**src/sv/ccv_pkg.sv**
```systemverilog
// ccv_pkg: shared widths, symbol codes and limits of the column consensus voter
// used by column_consensus_voter_unit and ccv_ram users; depends on nothing else
`default_nettype none

package ccv_pkg;

    // field widths
    localparam int SYM_W = 8;
    localparam int CNT_W = 11;
    localparam int PCT_W = 7;
    localparam int NUM_SYMS = 1 << SYM_W;

    // row limit and count saturation point
    localparam int MAX_ROWS = 1024;
    localparam int CNT_CAP_INT = (MAX_ROWS < 2047) ? MAX_ROWS : 2047;
    localparam logic [CNT_W-1:0] CNT_CAP = CNT_W'(CNT_CAP_INT);

    // symbol codes
    localparam logic [SYM_W-1:0] GAP_SYM     = 8'd45;   // '-'
    localparam logic [SYM_W-1:0] FILL_UPPER  = 8'd78;   // 'N'
    localparam logic [SYM_W-1:0] FILL_LOWER  = 8'd110;  // 'n'
    localparam logic [SYM_W-1:0] LOWER_BOUND = 8'd65;   // 'A'
    localparam logic [SYM_W-1:0] BEST_RESET  = 8'd32;   // space

    // agreement threshold
    localparam logic [PCT_W-1:0] AGREE_RESET = 7'd60;
    localparam int PROD_W = CNT_W + PCT_W;
    localparam logic [PCT_W-1:0] FULL_PERCENT = 7'd100;

    // result queue
    localparam int FIFO_DEPTH = 3;
    localparam int FIFO_AW = $clog2(FIFO_DEPTH);
    localparam int FIFO_CW = $clog2(FIFO_DEPTH + 1);
    localparam int PEND_W = $clog2(FIFO_DEPTH + 3);

endpackage

`default_nettype wire

```
**src/sv/ccv_ram.sv**
```systemverilog
// ccv_ram: generic single-write, single-read ram with registered read data
// read-first on an address collision; no dependencies
`default_nettype none

module ccv_ram #(
    parameter int WIDTH = 8,
    parameter int DEPTH = 256
) (
    input  wire logic                     clk,
    input  wire logic                     we,
    input  wire logic [$clog2(DEPTH)-1:0] waddr,
    input  wire logic [WIDTH-1:0]         wdata,
    input  wire logic                     re,
    input  wire logic [$clog2(DEPTH)-1:0] raddr,
    output logic      [WIDTH-1:0]         rdata
);

    logic [WIDTH-1:0] mem [DEPTH];

    // write port
    always_ff @(posedge clk)
    begin
        if (we)
        begin
            mem[waddr] <= wdata;
        end
    end

    // registered read port
    always_ff @(posedge clk)
    begin
        if (re)
        begin
            rdata <= mem[raddr];
        end
    end

endmodule

`default_nettype wire

```
**src/sv/column_consensus_voter_unit.sv**
```systemverilog
// column_consensus_voter_unit: majority-vote consensus over alignment columns
// depends on ccv_pkg and ccv_ram
`default_nettype none

// Usage
// Input channel (in_valid/in_ready): one row symbol per transfer, with last_row
// closing the column and group_start opening a new group (a partial column is
// dropped). Output channel (out_valid/out_ready): one consensus/is_fill
// result per column, via the update stage, the compare stage and the result queue.
// Config channel (cfg_valid/cfg_ready): writes agree_percent, always ready;
// write it only while no item is in flight.
// Throughput: one row per cycle while not stalled. Per-symbol counts live in
// a 256-entry ram with a registered read; the update stage forwards its own
// write to the next row. Results pass a compare stage and a three-entry queue;
// in_ready falls only while four results are pending since the receiver stalls.
// Reset: counts read as zero through per-symbol valid bits, so the block is
// ready straight out of reset, with agree_percent at 60.
module column_consensus_voter_unit
    import ccv_pkg::*;
(
    input  wire logic             clk,
    input  wire logic             rst_n,
    input  wire logic             in_valid,
    output logic                  in_ready,
    input  wire logic [SYM_W-1:0] symbol,
    input  wire logic             last_row,
    input  wire logic             group_start,
    output logic                  out_valid,
    input  wire logic             out_ready,
    output logic      [SYM_W-1:0] consensus,
    output logic                  is_fill,
    input  wire logic             cfg_valid,
    output logic                  cfg_ready,
    input  wire logic [PCT_W-1:0] agree_percent
);

    logic in_fire;
    logic pop;
    logic push;
    logic s2_move;
    logic [PEND_W-1:0] pending;

    // config register
    logic [PCT_W-1:0] agree_reg;

    // update stage
    logic             s1_valid_reg;
    logic [SYM_W-1:0] s1_sym_reg;
    logic             s1_last_reg;
    logic             s1_gstart_reg;
    logic [CNT_W-1:0] ram_rdata;

    // write-back forwarding
    logic             wr_valid_reg;
    logic             wr_clr_reg;
    logic [SYM_W-1:0] wr_sym_reg;
    logic [CNT_W-1:0] wr_cnt_reg;
    logic             fwd_hit;

    // column state
    logic [NUM_SYMS-1:0] cnt_valid_reg, cnt_valid_next;
    logic [CNT_W-1:0]    row_total_reg, row_total_next;
    logic [SYM_W-1:0]    best_sym_reg, best_sym_next;
    logic [CNT_W-1:0]    best_cnt_reg, best_cnt_next;
    logic                fill_lower_reg, fill_lower_next;

    logic [CNT_W-1:0] cnt_base;
    logic [CNT_W-1:0] cnt_upd;
    logic [CNT_W-1:0] rt_base;
    logic [CNT_W-1:0] rt_upd;
    logic [CNT_W-1:0] bc_base;
    logic [SYM_W-1:0] bs_base;
    logic [CNT_W-1:0] bc_upd;
    logic [SYM_W-1:0] bs_upd;

    // compare stage
    logic             s2_valid_reg;
    logic [SYM_W-1:0] s2_sym_reg;
    logic [CNT_W-1:0] s2_cnt_reg;
    logic [CNT_W-1:0] s2_rt_reg;
    logic             s2_fill_lower_reg;
    logic [PROD_W-1:0] lhs;
    logic [PROD_W-1:0] rhs;
    logic             accept_sym;
    logic [SYM_W-1:0] res_sym;
    logic             res_fill;

    // result queue
    logic [SYM_W-1:0]   q_sym_reg [FIFO_DEPTH];
    logic               q_fill_reg [FIFO_DEPTH];
    logic [FIFO_AW-1:0] q_wr_reg;
    logic [FIFO_AW-1:0] q_rd_reg;
    logic [FIFO_CW-1:0] q_cnt_reg;

    // handshakes
    assign cfg_ready = 1'b1;
    assign pending   = PEND_W'(s1_valid_reg & s1_last_reg) + PEND_W'(s2_valid_reg)
                     + PEND_W'(q_cnt_reg);
    assign in_ready  = (pending <= PEND_W'(FIFO_DEPTH));
    assign in_fire   = in_valid & in_ready;
    assign out_valid = (q_cnt_reg != '0);
    assign pop       = out_valid & out_ready;
    assign s2_move   = s2_valid_reg & ((q_cnt_reg != FIFO_CW'(FIFO_DEPTH)) | pop);
    assign push      = s2_move;
    assign consensus = q_sym_reg[q_rd_reg];
    assign is_fill   = q_fill_reg[q_rd_reg];

    // per-symbol count memory
    ccv_ram #(
        .WIDTH(CNT_W),
        .DEPTH(NUM_SYMS)
    ) u_count_ram (
        .clk   (clk),
        .we    (s1_valid_reg),
        .waddr (s1_sym_reg),
        .wdata (cnt_upd),
        .re    (in_fire),
        .raddr (symbol),
        .rdata (ram_rdata)
    );

    // count read with forwarding of the previous write
    assign fwd_hit = wr_valid_reg & ~wr_clr_reg & (wr_sym_reg == s1_sym_reg);

    always_comb
    begin
        priority if (s1_gstart_reg)
        begin
            cnt_base = '0;
        end
        else if (fwd_hit)
        begin
            cnt_base = wr_cnt_reg;
        end
        else if (cnt_valid_reg[s1_sym_reg])
        begin
            cnt_base = ram_rdata;
        end
        else
        begin
            cnt_base = '0;
        end
    end

    // saturating count and row total, running best
    always_comb
    begin
        cnt_upd = (cnt_base < CNT_CAP) ? cnt_base + CNT_W'(1) : cnt_base;
        rt_base = s1_gstart_reg ? '0 : row_total_reg;
        rt_upd  = (rt_base < CNT_CAP) ? rt_base + CNT_W'(1) : rt_base;
        bc_base = s1_gstart_reg ? '0 : best_cnt_reg;
        bs_base = s1_gstart_reg ? BEST_RESET : best_sym_reg;
        if (cnt_upd > bc_base)
        begin
            bc_upd = cnt_upd;
            bs_upd = s1_sym_reg;
        end
        else
        begin
            bc_upd = bc_base;
            bs_upd = bs_base;
        end
    end

    // column state next values
    always_comb
    begin
        cnt_valid_next  = cnt_valid_reg;
        row_total_next  = row_total_reg;
        best_sym_next   = best_sym_reg;
        best_cnt_next   = best_cnt_reg;
        fill_lower_next = fill_lower_reg;
        if (s1_valid_reg)
        begin
            if (s1_gstart_reg)
            begin
                fill_lower_next = (s1_sym_reg < LOWER_BOUND);
            end
            if (s1_last_reg)
            begin
                cnt_valid_next = '0;
                row_total_next = '0;
                best_sym_next  = BEST_RESET;
                best_cnt_next  = '0;
            end
            else
            begin
                if (s1_gstart_reg)
                begin
                    cnt_valid_next = '0;
                end
                cnt_valid_next[s1_sym_reg] = 1'b1;
                row_total_next = rt_upd;
                best_sym_next  = bs_upd;
                best_cnt_next  = bc_upd;
            end
        end
    end

    // control and column state registers
    always_ff @(posedge clk or negedge rst_n)
    begin
        if (!rst_n)
        begin
            agree_reg      <= AGREE_RESET;
            s1_valid_reg   <= 1'b0;
            wr_valid_reg   <= 1'b0;
            wr_clr_reg     <= 1'b0;
            cnt_valid_reg  <= '0;
            row_total_reg  <= '0;
            best_sym_reg   <= BEST_RESET;
            best_cnt_reg   <= '0;
            fill_lower_reg <= 1'b0;
            s2_valid_reg   <= 1'b0;
        end
        else
        begin
            if (cfg_valid & cfg_ready)
            begin
                agree_reg <= agree_percent;
            end
            s1_valid_reg   <= in_fire;
            wr_valid_reg   <= s1_valid_reg;
            wr_clr_reg     <= s1_last_reg;
            cnt_valid_reg  <= cnt_valid_next;
            row_total_reg  <= row_total_next;
            best_sym_reg   <= best_sym_next;
            best_cnt_reg   <= best_cnt_next;
            fill_lower_reg <= fill_lower_next;
            if (s1_valid_reg & s1_last_reg)
            begin
                s2_valid_reg <= 1'b1;
            end
            else if (s2_move)
            begin
                s2_valid_reg <= 1'b0;
            end
        end
    end

    // payload registers of the pipeline
    always_ff @(posedge clk)
    begin
        if (in_fire)
        begin
            s1_sym_reg    <= symbol;
            s1_last_reg   <= last_row;
            s1_gstart_reg <= group_start;
        end
        wr_sym_reg <= s1_sym_reg;
        wr_cnt_reg <= cnt_upd;
        if (s1_valid_reg & s1_last_reg)
        begin
            s2_sym_reg        <= bs_upd;
            s2_cnt_reg        <= bc_upd;
            s2_rt_reg         <= rt_upd;
            s2_fill_lower_reg <= s1_gstart_reg ? (s1_sym_reg < LOWER_BOUND) : fill_lower_reg;
        end
    end

    // agreement test: best_count * 100 >= row_total * agree_percent, best not a gap
    always_comb
    begin
        lhs        = PROD_W'(s2_cnt_reg) * PROD_W'(FULL_PERCENT);
        rhs        = PROD_W'(s2_rt_reg) * PROD_W'(agree_reg);
        accept_sym = (s2_sym_reg != GAP_SYM) && (lhs >= rhs);
        res_sym    = accept_sym ? s2_sym_reg : (s2_fill_lower_reg ? FILL_LOWER : FILL_UPPER);
        res_fill   = ~accept_sym;
    end

    // result queue pointers
    always_ff @(posedge clk or negedge rst_n)
    begin
        if (!rst_n)
        begin
            q_wr_reg  <= '0;
            q_rd_reg  <= '0;
            q_cnt_reg <= '0;
        end
        else
        begin
            if (push)
            begin
                q_wr_reg <= (q_wr_reg == FIFO_AW'(FIFO_DEPTH - 1)) ? '0 : q_wr_reg + FIFO_AW'(1);
            end
            if (pop)
            begin
                q_rd_reg <= (q_rd_reg == FIFO_AW'(FIFO_DEPTH - 1)) ? '0 : q_rd_reg + FIFO_AW'(1);
            end
            unique case ({push, pop})
                2'b10:   q_cnt_reg <= q_cnt_reg + FIFO_CW'(1);
                2'b01:   q_cnt_reg <= q_cnt_reg - FIFO_CW'(1);
                default: q_cnt_reg <= q_cnt_reg;
            endcase
        end
    end

    // result queue storage
    always_ff @(posedge clk)
    begin
        if (push)
        begin
            q_sym_reg[q_wr_reg]  <= res_sym;
            q_fill_reg[q_wr_reg] <= res_fill;
        end
    end

`ifndef SYNTHESIS
    // a closing row always finds the compare stage free or draining
    assert property (@(posedge clk) disable iff (!rst_n)
        (s1_valid_reg && s1_last_reg) |-> (!s2_valid_reg || s2_move))
        else $error("column result would overwrite a pending compare");

    // the result queue never overflows
    assert property (@(posedge clk) disable iff (!rst_n)
        q_cnt_reg <= FIFO_CW'(FIFO_DEPTH))
        else $error("result queue overflow");

    // forwarded count is only used right after a write of the same symbol
    assert property (@(posedge clk) disable iff (!rst_n)
        (s1_valid_reg && fwd_hit) |-> ($past(s1_valid_reg) && !$past(s1_last_reg)))
        else $error("forwarding without a matching write");

    // pending results stay within the buffering
    assert property (@(posedge clk) disable iff (!rst_n)
        pending <= PEND_W'(FIFO_DEPTH + 1))
        else $error("too many results in flight");
`endif

endmodule

`default_nettype wire
```
**config.mk**
```make
export PLATFORM = sky130hd
export DESIGN_NAME = column_consensus_voter_unit
export DESIGN_NICKNAME = d
export VERILOG_FILES = /design/src/sv/ccv_pkg.sv /design/src/sv/ccv_ram.sv /design/src/sv/column_consensus_voter_unit.sv
export SDC_FILE = /design/constraint.sdc
export NUM_CORES = 2
export LEC_CHECK = 0
export BUFFER_PORTS_ARGS = -buffer_cell sky130_fd_sc_hd__buf_2
export CAP_MARGIN = 20
export CORE_UTILIZATION = 30
export CTS_CLUSTER_DIAMETER = 200
export DETAILED_ROUTE_END_ITERATION = 8
export SLEW_MARGIN = 10
export SYNTH_ARGS = -nofsm -noshare
export SYNTH_HDL_FRONTEND = slang
export SYNTH_SLANG_ARGS = --single-unit
```
**constraint.sdc**
```tcl
create_clock -name clk -period 27.9 [get_ports clk]
set_clock_uncertainty 0.15 [all_clocks]
set_input_delay 1.395 -clock clk [delete_from_list [all_inputs] [get_ports clk]]
set_output_delay 1.395 -clock clk [all_outputs]
set_load 0.01 [all_outputs]
```
==> impl_metrics.csv <==
group,metric,value,unit
outcome,status,"finished clean",
global_route,grt_start_max_net_pins,226,
sta,period_minus_slack,8.91,ns
clock_network,post_cts_buffers,0,
clock_network,clk_pin_slew,0.06,ns
layout,area_growth,14.8,%
layout,layout_common_cells,"edfxtp_1 (2895), mux4_2 (955), nor2_1 (355), clkbuf_16 (342), dfrtp_1 (299)",
clock_network,postCtsHoldBufs,0,
logic_synthesis,synth-simple-area-share,2.98,%
setup_path,cp.arrival,9.41,ns
logic_synthesis,synthesis.area,129000,um^2
drt,wl_per_cell,26.7,um
logic_synthesis,synth_top_area_share,67.4,%
sta,fin_crit_sh,31.9,%
drt,wl,334,mm
drt,num_vias,64647,
power_and_ir_drop,leakagePower,47.8,nW
clock_network,root_buffer,"clkbuf_16",
logic_synthesis,synth_cells,6314,
logic_synthesis,ys_seq_area_share,73.6,%
logic_synthesis,synth_xor_xnor_area_share,0.312,%
logic_synthesis,synth-compound-area-share,2.27,%
logic_synthesis,synth-edff-count,2895,
global_route,track_usage,15.1,%
drt,remaining_drc_errors,0,
worst_hold_path,min_from,"best_cnt_reg[10]$_DFFE_PN0P_",
flow_run,drv_cap,0,
logic_synthesis,synthAdderAreaFrac,1.78,%
sta,setup-violations-final,0,
logic_synthesis,yosys-top-cells-area,"edfxtp_1 (67%), mux4_2 (17%), dfrtp_1 (5.8%)",
place,io_buffers,32,
global_route,grt_pass1_wl,481,mm
drt,viasPerCell,5.17,
drt,ant_nets,0,
setup_path,r2r_end,"s2_cnt_reg[8]$_DFFE_PP_",
sta,tightest_slew,1.19,ns
setup_path,r2r_slack,18.99,ns
sta,rsz0062_at_grt,"false",
clock_network,numCtsBuffers,328,
floorplan,die_y,658,um
worst_hold_path,hold_depth,1,
logic_synthesis,synth_nets,6490,
global_route,antenna_found_initial,15,
place,gp_congestion,0.868,
power_and_ir_drop,power,10.8,mW
clock_network,numClockSinks,3218,
setup_path,required,28.40,ns
floorplan,io_pins,34,
layout,largest_reg_flops,2816,
clock_network,htreeDepth,5,
clock_network,post_cts_resized,0,
layout,final_cells,12507,
layout,drive_above_1_share,28.6,%
setup_path,startpoint,"s1_sym_reg[0]$_DFFE_PP_",
floorplan,core,428000,um^2
layout,fill_cells,39311,
sta,slew_violations,0,
clock_network,tritoncts,"done",
drt,firstDrtPassIters,6,
sta,relSlewSlack,20.5,%
logic_synthesis,post-synth-top-area-cell,"edfxtp_1",
logic_synthesis,synthMuxAreaShare,17.6,%
setup_path,endpoint_kind,"flip-flop",
sta,layout_setup_ws,18.99,ns
floorplan,dieArea,433000,um^2
layout,final_common_cell,"edfxtp_1",
place,dp_hpwl,203,mm
setup_path,start_kind,"flip-flop",
logic_synthesis,synth-seq-cells,3218,
place,pre_cts_ws,19.26,ns
logic_synthesis,ys.flop_type,"edfxtp_1",
sta,timing.setup.tns,0,ns
logic_synthesis,avgSynthCellArea,20.4,um^2
worst_hold_path,hp-class,"flip-flop to flip-flop",
logic_synthesis,yosysWarnings,0,
sta,fmax,112,MHz
global_route,grt_overflow,0,
sta,hold_viol,0,
clock_network,cts.path.max_buffers,4,
power_and_ir_drop,ir_worst_vdd,54.3,uV
global_route,grt_pass1_vias,64987,
logic_synthesis,ys_async_sr_fraction,9.45,%
floorplan,initial_core_util,30.2,%
setup_path,r2r-start,"s1_sym_reg[0]$_DFFE_PP_",
floorplan,num_rows,240,
drt,drtIter0Drc,7488,
setup_path,r2r_cells,25,
logic_synthesis,synth.distinct_cells,81,
place,dp_cells,11902,
power_and_ir_drop,powerDensity,72.7,nW/um^2
floorplan,die_x,658,um
worst_hold_path,whs_endpoint,"best_cnt_reg[10]$_DFFE_PN0P_",
layout,nets,6736,
setup_path,worstSetupPathType,"flip-flop to flip-flop",
setup_path,crit_fanout,163,
logic_synthesis,synth_top_family_by_area,"multiplexers",
clock_network,clk_latency,0.88,ns
layer usage:
layer  up-vias  wire length, um  GRT usage (%)
met5         -               27              0
met4         4             9670           4.30
met2      2805           160000           24.4
met1     35023           140000           21.1
met3       529            24700           2.47
li1      26286                -              -
worst max-delay path by stage:
stage	slack, ns	to	cells past startpoint
floorplan	14.48	s2_cnt_reg[9]$_DFFE_PP_	26
global placement	19.20	s2_cnt_reg[8]$_DFFE_PP_	25
detailed placement	19.26	s2_cnt_reg[8]$_DFFE_PP_	25
CTS	19.16	s2_cnt_reg[8]$_DFFE_PP_	25
global route	18.54	best_cnt_reg[0]$_DFFE_PN0P_	25
finish	18.99	s2_cnt_reg[8]$_DFFE_PP_	25
stage by stage:
stage	utilization, %	hold WS (ns)	area [um^2]
after global routing	34.6	0.384	148000
final	34.6	0.355	148000
after detailed placement	32.1	0.342	138000
after global placement	32.1	0.331	137000
after floorplan	-	0.196	129000
after CTS	34.5	0.355	148000
critical path, stage by stage (launching register included):
cell and delay (ns):
edfxtp_1 0.88, buf_4 0.82, mux4_2 0.61, a22o_1 0.22, a221oi_1 0.37, o22ai_1 0.24, o41ai_4 0.74, a21oi_2 0.34
a21oi_1 0.26, nor2_1 0.07, ha_1 0.22, inv_1 0.11, a2bb2oi_1 0.61, inv_8 0.40, ha_1 0.48, o21ai_0 0.11
nand2b_1 0.11, a21oi_1 0.09, o21ai_0 0.19, a41oi_1 0.16, a21oi_1 0.37, o31a_1 0.20, buf_4 0.33, nand2_1 0.12
or3_1 0.32, o211ai_1 0.10
final cells by class:
| cell class | instances | area (um^2) | share of cell area (%) |
|---|---|---|---|
| antenna | 7 | 17.5 | 0.0118 |
| clock buffer | 410 | 8780 | 5.93 |
| timing repair buffer | 283 | 2520 | 1.70 |
| tap | 5687 | 7120 | 4.80 |
| multi-input combinational | 2622 | 32900 | 22.2 |
| inverter | 107 | 417 | 0.281 |
| clock inverter | 173 | 1500 | 1.02 |
| sequential | 3218 | 94900 | 64.1 |
synthesized netlist by cell type (8+ instances only):
cell,count
buf_2,16
mux4_1,19
a22oi_1,30
a22o_1,32
buf_1,88
buf_4,10
a31oi_1,8
nand3_1,43
inv_1,107
xor2_1,25
xnor2_1,21
mux4_2,955
ha_1,104
nand2_1,126
mux2i_1,58
nor2b_1,15
nor2_1,556
dfrtp_1,299
dfxtp_1,19
and2_1,71
clkbuf_1,246
a21o_1,18
a21oi_1,293
o21ai_0,44
mux2_2,12
nand2b_1,12
nand4_1,11
fa_1,50
edfxtp_1,2895
kinds of logic (layout without fill, tap and decap cells):
group | count (synthesis) | after routing
xor+xnor | 46 | 46
simple gates | 889 | 889
fa+ha+maj | 154 | 154
flops | 3218 | 3218
compound gates | 487 | 487
mux | 1045 | 1045
other cells | 1 | 8
buf+inv | 474 | 973
report_power, final:
group	switching, mW	internal [mW]
logic	0.680	0.428
clock network	1.83	2.43
registers	0.0526	5.35
Power figures use the tool's default switching activity.
